`src/rtl/bfd_pkg.sv`:
```
// ----------------------------------------------------------------------------
// bfd_pkg : shared constants for the box-filter thumbnail downscaler
// Field widths, register indexes and parameter defaults.
// ----------------------------------------------------------------------------
`timescale 1ns / 1ps

package bfd_pkg;

   localparam int DEF_MAX_SRC_SIZE  = 4096;
   localparam int DEF_MAX_DST_SIZE  = 256;
   localparam int DEF_FRACTION_BITS = 12;

   localparam int CH_W      = 8;   // one colour channel
   localparam int NUM_CH    = 3;
   localparam int SRC_CFG_W = 13;
   localparam int DST_CFG_W = 9;
   localparam int STEP_W    = 25;
   localparam int CSR_IDX_W = 3;
   localparam int CSR_DAT_W = 25;
   localparam int COORD_W   = 8;

   localparam logic [CSR_IDX_W-1:0] CSR_SRC_WIDTH  = 3'd0;
   localparam logic [CSR_IDX_W-1:0] CSR_SRC_HEIGHT = 3'd1;
   localparam logic [CSR_IDX_W-1:0] CSR_DST_WIDTH  = 3'd2;
   localparam logic [CSR_IDX_W-1:0] CSR_DST_HEIGHT = 3'd3;
   localparam logic [CSR_IDX_W-1:0] CSR_HORIZ_STEP = 3'd4;
   localparam logic [CSR_IDX_W-1:0] CSR_VERT_STEP  = 3'd5;

endpackage

```
`src/rtl/bfd_span_bounds.sv`:
```
// ----------------------------------------------------------------------------
// bfd_span_bounds : span start and end from a Q position
// End is rounded, clamped to the limit and kept past the start.
// ----------------------------------------------------------------------------
`timescale 1ns / 1ps

module bfd_span_bounds #(
   parameter int POS_W         = 35,
   parameter int CNT_W         = 13,
   parameter int FRACTION_BITS = bfd_pkg::DEF_FRACTION_BITS
) (
   input  logic [POS_W-1:0]                 pos,
   input  logic [bfd_pkg::STEP_W-1:0]       step,
   input  logic [CNT_W-1:0]                 limit,
   output logic [POS_W-FRACTION_BITS-1:0]   lo,
   output logic [POS_W-FRACTION_BITS:0]     hi
);

   localparam int LO_W = POS_W - FRACTION_BITS;
   localparam int HI_W = LO_W + 1;

   logic [POS_W:0] end_q;
   logic [HI_W-1:0] b;

   always_comb begin
      end_q = {1'b0, pos} + (POS_W+1)'(step) + (POS_W+1)'(1 << (FRACTION_BITS - 1));
      lo    = pos[POS_W-1:FRACTION_BITS];
      b     = end_q[POS_W:FRACTION_BITS];
      if (b > HI_W'(limit)) begin
         b = HI_W'(limit);
      end
      if (b <= {1'b0, lo}) begin
         b = {1'b0, lo} + HI_W'(1);
      end
      hi = b;
   end

endmodule

```
`config.mk`:
```
export PLATFORM = sky130hd
export DESIGN_NAME = bfd_span_bounds
export DESIGN_NICKNAME = d
export VERILOG_FILES = /design/src/rtl/bfd_pkg.sv /design/src/rtl/bfd_span_bounds.sv
export SDC_FILE = /design/constraint.sdc
export NUM_CORES = 1
export LEC_CHECK = 0
export ABC_AREA = 1
export BUFFER_PORTS_ARGS = -buffer_cell sky130_fd_sc_hd__buf_4
export CAP_MARGIN = 30
export CORE_MARGIN = 10
export CORE_UTILIZATION = 23
export DETAILED_ROUTE_END_ITERATION = 8
export PLACE_DENSITY = 0.47
export SKIP_LAST_GASP = 1
export SYNTH_ARGS = -nofsm -noshare
export SYNTH_HDL_FRONTEND = slang
export SYNTH_SLANG_ARGS = --single-unit
export TNS_END_PERCENT = 100
```
`constraint.sdc`:
```
create_clock -name vclk -period 4.66
set_input_delay 0.233 -clock vclk [all_inputs]
set_output_delay 0.233 -clock vclk [all_outputs]
set_load 0.05 [all_outputs]
```
# Yosys cells after proc, flatten, opt, wreduce, memory -nomap -nowiden
# Index checks and enable logic that the tools add are counted.
# totals
ff_bits	0
wordCells	7
# op_classes
addsub	3
n_mux	2
order_cmp	2
# ops
operator	count
$mux W24	2
$add A35 B25 Y36	1
$add A36 B12 Y36 const B	1
$add A23 B1 Y24 const B	1
$gt A24 B13 Y1	1
$le A24 B23 Y1	1

# Logic depth before layout (Yosys ltp)
# logic_depth
ltp_word	6
mapped_depth	43
mapped_depth_nobuf	41

# Least setup slack after synthesis
# Ideal clock, no wire load.
# synth_path
kind	input port to output port
start	in pos[18]
end	out hi[18]
t_arrival_ns	5.748
required_ns	4.427
path_stages	36
path_slack_ns	-1.321
n_path_buf	2
path_cell_list	ha_1 -> ha_1 -> nand2_2 -> inv_2 -> nand2_1 -> nand2_1 -> inv_2 -> nand2_1 -> a31o_2 -> xnor2_1 -> inv_1 -> ha_1 -> a21o_1 -> nor2_1 -> nand2_1 -> nand2_1 -> nand2_1 -> nand2_1 -> nand2_1 -> a21oi_1 -> nand4_1 -> nor2_4 -> buf_8 -> nand3_2 -> and2_1 -> ha_1 -> a21oi_1 -> nor2_1 -> a211oi_1 -> nor2_1 -> o21ai_0 -> o2111ai_1 -> nand2_1 -> inv_1 -> buf_2 -> nor3b_1
# synth_between
elab_chain_len	6
elab_cells_between_ends	7
# synth_rtl
item	line	rtl
start: declaration	bfd_span_bounds.sv:12	input logic [POS_W-1:0] pos,
$add A35 B25 Y36	bfd_span_bounds.sv:26	end_q = {1'b0, pos} + (POS_W+1)'(step) + (POS_W+1)'(1 << (FRACTION_BITS - 1));
$add A36 B12 Y36	bfd_span_bounds.sv:26	
$gt A24 B13 Y1	bfd_span_bounds.sv:29	if (b > HI_W'(limit)) begin
$mux W24	bfd_span_bounds.sv:29	
$le A24 B23 Y1	bfd_span_bounds.sv:32	if (b <= {1'b0, lo}) begin
$mux W24 (*)	bfd_span_bounds.sv:32	
end: declaration	bfd_span_bounds.sv:16	output logic [POS_W-FRACTION_BITS:0] hi
# Every way passes the cells marked *; elsewhere a longest branch is shown, timed or not.

# Worst setup path after layout
# layout_path
start	in pos[20]
end	out hi[18]
# Same word-level chain as after synthesis.

==> flow_summary.toml <==
[power_and_ir_drop]
p_per_area_mw_per_mm2 = 148.4
peakVddDrop_uv = 52.74
p_leak_nw = 3.964

[yosys]
syn-instance-count = 760
yosysWarnings = 0
synth_area_sq_mm = 0.004526
synth.top_cell.area_share = 0.2184
yosys.area.top_type = "ha_1"
ys_top_cells_by_area = "ha_1 (22%), nand2_1 (18%), inv_1 (10%)"
synth.avg_cell_area_sq_um = 5.955
ys_seq_area_frac = 0
yosysUniqueCellTypes = 45

[sta]
grt_setup_unrepaired = "yes"
finalWorstSetupSlack_ns = -0.8435
tightest_slew_ns = 0.6867
fin_crit_ns = 5.503
period_share = 1.181
maxSlewHeadroom = 0.5380
finalSetupViolCount = 24
max_freq_ghz = 0.1817
final_hold_viol_count = 0
final_max_slew_viol_count = 0

[layout]
fin_area_sq_mm = 0.008083
nClkBuffers = 0
seqCellArea_sq_um = 0
final_cell_mix = "buf_4 (219), nand2_1 (176), inv_1 (113)"
diodes = 0
layout_commonest_cell = "buf_4"
finalNonFillerCells = 1259
synthToLayoutAreaGrowth_pct = 78.60
finish.net_count = 1148
design.seq.count = 0
layout-drive-gt1-share = 0.5231
final_util = 0.4167

[floorplanning]
num_rows = 51
ios = 120
start_util = 0.2333
coreArea_sq_mm = 0.01940
chipWidth_um = 160.3
die_h_um = 160.3
die_area_sq_mm = 0.02569

[critical_path]
setup.worst_path.start = "pos[20]"
critPathBufInv = 7
crit_path_frequent_cell = "nand2_1"
path_depth = 36
crit_required_ns = 4.43
path_delay_family = "simple AND/OR/NAND/NOR gates"
worstPathArrival_ns = 5.27
end_kind = "primary output"
cp_slowest_cell = "ha_1"
crit_type = "in2out"
critPathMaxFanout = 7
cp-start-kind = "primary input"
slowest_delay_ns = 0.32

[placed_design]
hpwl_mm = 15.18
gp_congestion = 0.8597
place_area_sq_mm = 0.007168
place_inst = 1240
dp_slack_ns = -1.040
io_buffer_count = 120

[cts]
cts_hold_buf = 0

[grt]
grt_max_degree = 13
grt_pass1_vias = 5546
grt_pass1_wl_mm = 27.74
track_usage = 0.1272
gr-total-overflow = 0
antenna_found_initial = 0

[routing]
drt-pass1-iter-count = 4
finalWirelength_mm = 17.43
vias_per_cell = 4.285
first_iter_violations = 177
wl_per_cell_um = 13.85
vias = 5395
drc = 0
drt.antenna.violating_nets = 0

[hold_path]
hold_start = "pos[34]"
holdPathEnd = "lo[22]"
hp-class = "in2out"
holdPathStages = 2

[run]
maxCapViolations = 0

[outcome]
violations = "negative setup slack"
status = "finished with violations"
[report_power, final]
| group | switching (W) | internal, W |
|---|---|---|
| clock network | 0 | 0 |
| logic | 0.000635 | 0.000564 |
| registers | 0 | 0 |
[through the flow]
stage	total power (W)	hold slack (ns)	setup TNS, ns
floorplan	0.0006553	0.6331	-6.697
global placement	0.001050	0.7578	-23.79
detailed placement	0.001049	0.7568	-23.42
global route	0.001317	0.7727	-25.24
finish	0.001200	0.7554	-18.56
CTS	0.001139	0.7575	-17.50
[timing repair]
action,4_1_cts,5_1_grt
gates resized for setup,82,76
endpoints found under the setup margin,24,24
setup buffers,12,4
pin swaps,29,50
cloned,1,2
[cells in the mapped netlist, drive strengths merged, types with 2 or more instances]
cell type	instances
o21bai	2
a21oi	37
nor3	19
nor4	3
buf	30
o21ai	11
inv	132
and2	13
xnor2	5
nand2	248
xor2	20
o21a	2
a21o	3
and3	4
ha	79
nand4	7
nand3	65
nor2	67
nand3b	2
a31o	3
[per-layer routing]
metal | track usage | vias to the layer above | wire, um | part of all wire
met3 | 0.007455 | 0 | 556 | 0.032
met5 | 0 | - | 0 | 0
li1 | - | 2860 | - | -
met1 | 0.1681 | 2447 | 8052 | 0.46
met4 | 0.0004174 | 0 | 0 | 0
met2 | 0.2337 | 88 | 8822 | 0.51
[cell families after synthesis]
kind of cell,synth area share
xor+xnor,0.04838
compound gates,0.08432
fa+ha+maj,0.2184
simple gates,0.4841
buf+inv,0.1639
other cells,0.0008286
[cell type report]
type	instances	area [sq um]
fill	2048	11320
inverter	132	505.5
multi-input combinational	601	4995
tap	265	331.6
timing repair buffer	261	2251
[worst max-delay path by stage]
stage / slack, ns / endpoint
final: -0.84 / hi[18]
after detailed placement: -1.04 / hi[18]
after CTS: -0.78 / hi[14]
after global routing: -1.13 / hi[18]
after global placement: -1.06 / hi[18]
after floorplan: -0.41 / hi[18]
Note: power is estimated with default switching activity, not from simulation.
