`config.mk`:
```
export PLATFORM = sky130hd
export DESIGN_NAME = bfd_divider
export DESIGN_NICKNAME = d
export VERILOG_FILES = /design/src/rtl/bfd_pkg.sv /design/src/rtl/bfd_divider.sv
export SDC_FILE = /design/constraint.sdc
export NUM_CORES = 1
export LEC_CHECK = 0
export BUFFER_PORTS_ARGS = -buffer_cell sky130_fd_sc_hd__buf_2
export CORE_AREA = 2 2 121 123
export CTS_CLUSTER_DIAMETER = 80
export DETAILED_ROUTE_END_ITERATION = 16
export DIE_AREA = 0 0 123 125
export PLACE_DENSITY = 0.7
export SLEW_MARGIN = 20
export SYNTH_ARGS = -nofsm -noshare
export SYNTH_HDL_FRONTEND = slang
export SYNTH_SLANG_ARGS = --single-unit
```
`constraint.sdc`:
```
create_clock -name clock -period 8.2 [get_ports clock]
set_clock_uncertainty 0.2 [all_clocks]
set_input_delay 2.05 -clock clock [delete_from_list [all_inputs] [get_ports clock]]
set_output_delay 2.05 -clock clock [all_outputs]
set_load 0.02 [all_outputs]
```
`src/rtl/bfd_pkg.sv`:
```
// ----------------------------------------------------------------------------
// bfd_pkg : shared constants for the box-filter thumbnail downscaler
// Field widths, register indexes and parameter defaults.
// ----------------------------------------------------------------------------
`timescale 1ns / 1ps

package bfd_pkg;

   localparam int DEF_MAX_SRC_SIZE  = 4096;
   localparam int DEF_MAX_DST_SIZE  = 256;
   localparam int DEF_FRACTION_BITS = 12;

   localparam int CH_W      = 8;   // one colour channel
   localparam int NUM_CH    = 3;
   localparam int SRC_CFG_W = 13;
   localparam int DST_CFG_W = 9;
   localparam int STEP_W    = 25;
   localparam int CSR_IDX_W = 3;
   localparam int CSR_DAT_W = 25;
   localparam int COORD_W   = 8;

   localparam logic [CSR_IDX_W-1:0] CSR_SRC_WIDTH  = 3'd0;
   localparam logic [CSR_IDX_W-1:0] CSR_SRC_HEIGHT = 3'd1;
   localparam logic [CSR_IDX_W-1:0] CSR_DST_WIDTH  = 3'd2;
   localparam logic [CSR_IDX_W-1:0] CSR_DST_HEIGHT = 3'd3;
   localparam logic [CSR_IDX_W-1:0] CSR_HORIZ_STEP = 3'd4;
   localparam logic [CSR_IDX_W-1:0] CSR_VERT_STEP  = 3'd5;

endpackage

```
`src/rtl/bfd_divider.sv`:
```
// ----------------------------------------------------------------------------
// bfd_divider : three-lane restoring divider, one quotient bit a cycle
// Lanes share the divisor; the dividend shift register fills with quotient.
// ----------------------------------------------------------------------------
`timescale 1ns / 1ps

module bfd_divider #(
   parameter int SUM_W = 20,
   parameter int DIV_W = 13
) (
   input  logic                                    clock,
   input  logic                                    reset,
   input  logic                                    start,
   input  logic [DIV_W-1:0]                        divisor,
   input  logic [bfd_pkg::NUM_CH-1:0][SUM_W-1:0]   dividend,
   output logic [bfd_pkg::NUM_CH-1:0][SUM_W-1:0]   quotient,
   output logic                                    busy,
   output logic                                    done
);

   localparam int CW = $clog2(SUM_W + 1);

   logic                                  busy_ff;
   logic                                  done_ff;
   logic [CW-1:0]                         cnt_ff;
   logic [DIV_W-1:0]                      div_ff;
   logic [bfd_pkg::NUM_CH-1:0][SUM_W-1:0] dvd_ff;
   logic [bfd_pkg::NUM_CH-1:0][DIV_W-1:0] rem_ff;
   logic [bfd_pkg::NUM_CH-1:0][DIV_W-1:0] rem_in;
   logic [bfd_pkg::NUM_CH-1:0]            qbit;

   always_comb begin
      for (int l = 0; l < bfd_pkg::NUM_CH; l++) begin
         logic [DIV_W:0] trial;
         trial = {rem_ff[l], dvd_ff[l][SUM_W-1]};
         if (trial >= {1'b0, div_ff}) begin
            trial   = trial - {1'b0, div_ff};
            qbit[l] = 1'b1;
         end else begin
            qbit[l] = 1'b0;
         end
         rem_in[l] = trial[DIV_W-1:0];
      end
   end

   always_ff @(posedge clock) begin
      if (reset) begin
         busy_ff <= 1'b0;
         done_ff <= 1'b0;
         cnt_ff  <= '0;
      end else begin
         done_ff <= 1'b0;
         if (start) begin
            busy_ff <= 1'b1;
            cnt_ff  <= '0;
            div_ff  <= divisor;
            dvd_ff  <= dividend;
            rem_ff  <= '0;
         end else if (busy_ff) begin
            for (int l = 0; l < bfd_pkg::NUM_CH; l++) begin
               dvd_ff[l] <= {dvd_ff[l][SUM_W-2:0], qbit[l]};
               rem_ff[l] <= rem_in[l];
            end
            cnt_ff <= cnt_ff + CW'(1);
            if (cnt_ff == CW'(SUM_W - 1)) begin
               busy_ff <= 1'b0;
               done_ff <= 1'b1;
            end
         end
      end
   end

   assign quotient = dvd_ff;
   assign busy     = busy_ff;
   assign done     = done_ff;

endmodule

```
# Word level (Yosys, flattened, before mapping)
# Cells that the tools add are included.
[word_totals] out_inout_bits=62 wordCells=38 register_bits=119 in_bits=76
[classes] order_cmp=3 n_bitwise=2 n_mux=13 n_reduce_logical=5 n_addsub=4 eq_ne=1
[ops] op="$mux 60" n=2
[ops] op="$ge 14x13->1" n=3
[ops] op="$mux 13" n=3
[ops] op="$mux 39" n=1
[ops] op="$sub 13x13->13" n=3
[ops] op="$mux 1" n=7
[ops] op="$add 5x1->5 const B" n=1
[ops] op="$eq 5x5->1 const B" n=1
[ops] op="$reduce_and 2->1" n=2
[ops] op="$reduce_or 3->1" n=1
[ops] op="$not 1->1" n=2
[ops] op="$reduce_bool 2->1" n=1
[ops] op="$reduce_or 2->1" n=1

# Logic depth before layout (Yosys ltp)
# Gate-level depths: netlist of the first run.
[logic_depth] depth_word=4 mapped_depth=12 mapped_depth_nobuf=10

# Least setup slack after synthesis of the first run
# No wires, ideal clock.
[synth_path] kind="input-to-reg" from="input port start" to="register dvd_ff, in the netlist quotient[0] (enable)" arrival_ns=6.823 n_path_buf=2 t_required_ns=7.442 path_stages=4 path_slack_ns=0.619 setup_time_ns=0.558 path_cell_list="clkbuf_1 -> clkbuf_1 -> nor2_1 -> nor2_1"
[synth_via] elab_chain_cells=2
[synth_rtl] item="start, declared" line="bfd_divider.sv:13" source="input logic start,"
[synth_rtl] item="$reduce_bool 2->1 (no source line)"
[synth_rtl] item="$reduce_and 2->1 (no source line)"
[synth_rtl] item="end signal, assigned" line="bfd_divider.sv:57" source="dvd_ff <= dividend;"
[synth_rtl] item="end signal, assigned by index" line="bfd_divider.sv:61" source="dvd_ff[l] <= {dvd_ff[l][SUM_W-2:0], qbit[l]};"
[synth_rtl] item="end, declared" line="bfd_divider.sv:27" source="logic [bfd_pkg::NUM_CH-1:0][SUM_W-1:0] dvd_ff;"
# No other way between the ends.
# A chain may end at the register's enable or synchronous reset.

# Worst setup path after layout of the first run
[layout_path] from="input port start" to="register dvd_ff, in the netlist quotient[38] (data pin)"
[layout_via] elab_chain_cells=1
[layout_rtl] item="$mux 60" line="bfd_divider.sv:53" source="if (start) begin"
# No other way between the ends.

==> results of run 1 <==
-- state kept, by name, summed over array words and instances (netlist names) --
| signal | flops |
|---|---|
| quotient | 60 |
| done | 1 |
| cnt_ff | 5 |
| div_ff | 13 |
| busy | 1 |
| rem_ff | 39 |
-- path summary, 6_finish.rpt --
kind,to,slack [ps],cells past startpoint,startpoint
worst min register to register,cnt_ff[4],320,2,cnt_ff[4]
worst max register to register,rem_ff[37],4640,9,div_ff[0]
worst min-delay path,cnt_ff[4],320,2,cnt_ff[4]
worst max-delay path,quotient[38],4610,3,start
-- metal layers --
layer  vias up  part of all wire, %  global-route usage [%]
met5         -                    0                       0
met4         0                  1.5                    6.89
met3        21                  6.3                    6.80
met2       155                   48                    33.0
met1      2401                   44                    26.2
li1       2440                    -                       -
-- cell type report --
cell class	instances	share of cell area (%)
Sequential cell	119	42.0
Multi-Input combinational cell	405	38.1
Timing Repair Buffer	142	8.69
Clock buffer	17	5.09
Tap cell	184	2.76
Clock inverter	15	2.02
Inverter	31	1.39
-- worst max-delay path, stage by stage --
cell and delay [ps]:
buf_4 390, buf_4 650, mux2_2 410
-- power breakdown --
part           leakage, nW  total [mW]  internal [mW]  switching (mW)
registers             1.13       0.757          0.731          0.0253
clock network        0.288       0.745          0.454           0.291
logic                 2.09       0.454          0.200           0.254
total                 3.51        1.96           1.38           0.570
-- placed cells by master (no fill, tap or decap), types with 4 or more instances in the layout --
cell and instances:
a211oi_1 4, a21o_1 7, a21oi_1 27, a31oi_1 6, and2_1 4, buf_2 136
buf_4 6, clkbuf_16 17, clkinv_4 4, dfxtp_1 7, edfxtp_1 112, ha_1 40
inv_1 31, mux2_2 58, mux2i_1 31, nand2_1 26, nand3_1 6, nand4_1 8
nor2_1 61, nor2b_1 11, nor3_1 9, o21a_1 12, o21ai_0 19, o31a_1 4
xnor2_1 14, xor2_1 11
-- cell usage after synthesis, types with 6 or more instances --
library cell  count
o21ai_0          19
nand3_1           6
nand2_1          26
a21oi_1          27
mux2_2           58
dfxtp_1           7
edfxtp_1        112
nor2b_1          11
mux2i_1          31
nor2_1           62
xor2_1           11
clkbuf_1         12
a31oi_1           6
ha_1             40
nand4_1           8
a21o_1            7
o21a_1           12
inv_1            31
nor3_1            9
xnor2_1          14
-- per-stage QoR --
| step | area (µm²) | worst slack, ps |
|---|---|---|
| floorplan | 6900 | 619 |
| global placement | 7760 | 4210 |
| CTS | 8350 | 4600 |
| global route | 8350 | 4460 |
| finish | 8350 | 4610 |
| detailed placement | 7760 | 4170 |
-- cells by family (layout without fill, tap and decap cells) --
family / after synthesis / after routing / share of synthesized area [%]
multiplexers: 90 / 90 / 14.2
AO/OA/AOI/OAI: 105 / 105 / 10.7
flip-flops: 119 / 119 / 50.7
AND/OR/NAND/NOR: 142 / 142 / 9.66
adder cells (fa/ha/maj): 43 / 43 / 8.12
buffers and inverters: 50 / 205 / 3.41
XOR/XNOR: 25 / 25 / 3.17
==> metrics.yaml, run 1 <==
sta:
  setup_tns_ps: 0
  fmax_mhz: 278
  rsz0062_at_grt: "no"
  setup_violations: 0
  relSlewSlack_pct: 25.2
  finalCritPeriodShare_pct: 43.8
  tightestPinTransition_ps: 1120
  fin_crit_ps: 3590
  hold_viol: 0
  finalMaxSlewViolations: 0
  hold_slack_ps: 320
global_route:
  grt_pass1_vias: 5171
  grt_util_all_layers_pct: 20.6
  grt_overflow: 0
  antenna_found_initial: 0
  grt_max_degree: 61
  grt_pass1_wl_um: 24700
layout:
  fillers: 1181
  regArea_um2: 3500
  num-nets-final: 835
  diodes: 0
  drive_gt1_share_pct: 33.6
  multiInputGateArea_um2: 3180
  final_core_util_pct: 58.8
  final_cells: 913
  syn_to_final_growth_pct: 20.9
synth:
  ys_types: 63
  yosysTopAreaCell: "edfxtp_1"
  syn-num-nets: 693
  yosys-top-cells-area: "edfxtp_1 (49%), mux2_2 (9.5%), ha_1 (7.2%), mux2i_1 (4.5%), nor2_1 (3.4%)"
  synth_top_area_share_pct: 48.7
  ys_ff_latch: 119
  syn_inst: 574
  postSynthAreaPerCell_um2: 12.0
  synth_edf_count: 112
  async_flop_share_pct: 0
  synth_warnings: 0
  synth-seq-area-share_pct: 50.7
  synthFlopType: "edfxtp_1"
  synth_area_um2: 6900
setup_path:
  worstSetupPathType: "in2reg"
  cp_max_fo: 60
  endpoint_kind: "flop"
  cp-start-kind: "input port"
  arrival_ps: 3560
  required_ps: 8170
worst_hold_path:
  holdCritPathClass: "reg2reg"
routing:
  viasPerCell: 5.50
  initialDrtViolationCount: 322
  vias: 5017
  wirelength_um: 14900
  wl_per_cell_um: 16.4
  ant_nets: 0
  dr.pass1.iters: 7
  drcViolationCount: 0
cts:
  clock_sinks: 119
  ctsResizeCount: 0
  cts_buffer_depth: 2
  cts_tree: "yes"
  post_cts_buffers: 0
  cts_root_buf: "clkbuf_16"
  h-tree-depth: 4
  holdBufCountCts: 0
  clk_pin_slew_ps: 60
  cts_buffers: 17
  clkLatencyLatePin_ps: 410
die:
  core-area_um2: 14200
  die_h_um: 125
  initial_utilization_pct: 48.6
  die_area_um2: 15400
  num_rows: 44
  dieWidth_um: 123
  io_pins: 138
job:
  cap_violations: 0
place:
  dp_cells: 881
  place.gp.congestion: 0.820
  hpwl_um: 10800
  port_buffers: 137
power_and_ir_drop:
  power_density_nw_per_um2: 234
  p_leak_nw: 3.51
  total_power_mw: 1.96
  ir_drop_mv: 0.170
run_status:
  status: "finished, final reports clean"
Note: power is estimated with default switching activity, not from simulation.
==> inputs of run 2 (changes only) <==
Clock period 8.2 ns to 3.7 ns, I/O delays scaled along.
==> run 2 against run 1 <==
Global-route usage about the same. Die area unchanged. Clock power up 120%. Critical path depth up 8. Final cell count up 0.33%. Largest cell class unchanged.
==> metrics.yaml, run 2 (synthesized netlist as in run 1, its figures left out) <==
run_status:
  status: "finished, final reports clean"
layout:
  largest_reg_flops: 60
  final_cells: 916
  diodes: 0
  final_cell_mix: "buf_2 (136), edfxtp_1 (112), nor2_1 (61), mux2_2 (58), ha_1 (40)"
  syn_to_final_growth_pct: 21.4
  fillers: 1162
  num-nets-final: 838
  mostFrequentLayoutCell: "buf_2"
  drive_gt1_share_pct: 33.6
power_and_ir_drop:
  comb_power_share_pct: 23.4
  swShare_pct: 29.3
  pwr-share-seq_pct: 38.6
  clkPwrFrac_pct: 38.0
  ir_drop_mv: 0.332
  power.switching_mw: 1.27
  p_leak_nw: 3.53
  internal_power_mw: 3.08
  power_density_nw_per_um2: 519
setup_path:
  rr_worst_depth: 11
  crit_path_cell_trace: "inv_1, ha_1, fa_1, nor2b_1, o31a_1, a21oi_1, a31oi_1, o32ai_2, buf_4, nor2b_1, a211oi_1"
  cpPeakStageDelay_ps: 500
  worstSetupPathType: "reg2reg"
  crit_top_cell: "nor2b_1"
  endpoint_kind: "flop"
  rrSetupSlack_ps: 490
  cp_max_fo: 11
  arrival_ps: 3240
  required_ps: 3730
  cp-start-kind: "flop"
  reg2reg_from: "quotient[19]"
  r2r_end: "rem_ff[0]"
  critical_path.slowest_cell: "o32ai_2"
routing:
  dr.pass1.iters: 4
  wl_per_cell_um: 16.7
  initialDrtViolationCount: 288
  ant_nets: 0
  vias: 4982
  wirelength_um: 15300
  viasPerCell: 5.44
  drcViolationCount: 0
sta:
  setup_tns_ps: 0
  fin_crit_ps: 3210
  finalMaxSlewViolations: 0
  tightestPinTransition_ps: 858
  rsz0062_at_grt: "no"
  setup_violations: 0
  hold_viol: 0
  finalCritPeriodShare_pct: 86.7
  relSlewSlack_pct: 42.8
  fmax_mhz: 312
global_route:
  antenna_found_initial: 0
  grt_util_all_layers_pct: 20.6
  grt_pass1_vias: 5060
  grt_overflow: 0
  grt_max_degree: 68
  grt_pass1_wl_um: 24800
worst_hold_path:
  holdCritStartpoint: "cnt_ff[4]"
  hold_path_end: "cnt_ff[4]"
  holdCritPathClass: "reg2reg"
  hold-path-cell-count: 2
place:
  port_buffers: 137
  hpwl_um: 11100
  dp_cells: 884
  place.gp.congestion: 0.848
die:
  num_rows: 44
  dieWidth_um: 123
  initial_utilization_pct: 48.6
  die_area_um2: 15400
  die_h_um: 125
  io_pins: 138
  core-area_um2: 14200
cts:
  cts_tree: "yes"
  clock_sinks: 119
  ctsResizeCount: 0
  clk_pin_slew_ps: 60
  cts_buffer_depth: 2
  h-tree-depth: 4
  holdBufCountCts: 0
  clkLatencyLatePin_ps: 420
  post_cts_buffers: 0
  cts_buffers: 17
  cts_root_buf: "clkbuf_16"
job:
  cap_violations: 0
[run 2: cell types whose count changed in the layout (fill, tap and decap cells not counted), sizes merged]
cell,before,now
buf,142,145
clkinv,6,5
clkinvlp,2,1
inv,36,38
[run 2: worst max path at each step]
| stage | start | slack (ps) | end | depth (start not counted) |
|---|---|---|---|---|
| 2_1_floorplan | start | 110 | quotient[0] | 4 |
| 4_1_cts | quotient[19] | 480 | rem_ff[0] | 11 |
| 3_5_place_dp | quotient[19] | 490 | rem_ff[0] | 11 |
| 5_1_grt | quotient[19] | 250 | rem_ff[0] | 11 |
| 3_3_place_gp | div_ff[2] | 640 | rem_ff[5] | 10 |
| 6_report | quotient[19] | 490 | rem_ff[0] | 11 |
[run 2: power groups by stage]
stage / combinational [mW] / sequential [mW] / clock [mW]
after CTS: 1.02 / 1.68 / 1.68
after detailed placement: 1.01 / 1.70 / 0
after floorplan: 0.731 / 1.74 / 0
final: 1.02 / 1.68 / 1.65
after global placement: 0.982 / 1.70 / 0
after global routing: 1.12 / 1.69 / 1.74
[run 2: per-stage QoR]
| stage | hold WS [ps] | setup slack [ps] | util [%] | instance area, µm² | power, mW |
|---|---|---|---|---|---|
| 2_1_floorplan | 271 | 106 | - | 6910 | 2.48 |
| 3_3_place_gp | 295 | 636 | 54.9 | 7790 | 2.68 |
| 3_5_place_dp | 298 | 495 | 54.9 | 7790 | 2.72 |
| 4_1_cts | 316 | 484 | 59.0 | 8380 | 4.38 |
| 5_1_grt | 371 | 254 | 59.0 | 8380 | 4.55 |
| 6_report | 316 | 491 | 59.0 | 8380 | 4.35 |
[run 2: critical path: cells and delay by family, from the launching register on]
| kind | cells | cell delay (ps) |
|---|---|---|
| buffers and inverters | 2 | 420 |
| AND/OR/NAND/NOR | 2 | 140 |
| adder cells (fa/ha/maj) | 2 | 430 |
| flip-flops | 1 | 380 |
| AO/OA/AOI/OAI | 5 | 1440 |
[run 2: layer usage]
layer / GRT usage, % / vias up / share of wire (%)
met5: 0 / - / 0
met4: 5.95 / 0 / 1.2
met3: 6.61 / 15 / 6.0
met2: 32.7 / 134 / 48
met1: 27.1 / 2377 / 45
li1: - / 2456 / -
[run 2: final cells by class]
class | count | area (µm²) | area share (%)
sequential | 119 | 3500 | 41.8
clock buffer | 17 | 425 | 5.08
multi-input combinational | 405 | 3180 | 37.9
clock inverter | 15 | 165 | 1.97
inverter | 31 | 116 | 1.39
timing repair buffer | 145 | 761 | 9.08
tap | 184 | 230 | 2.75
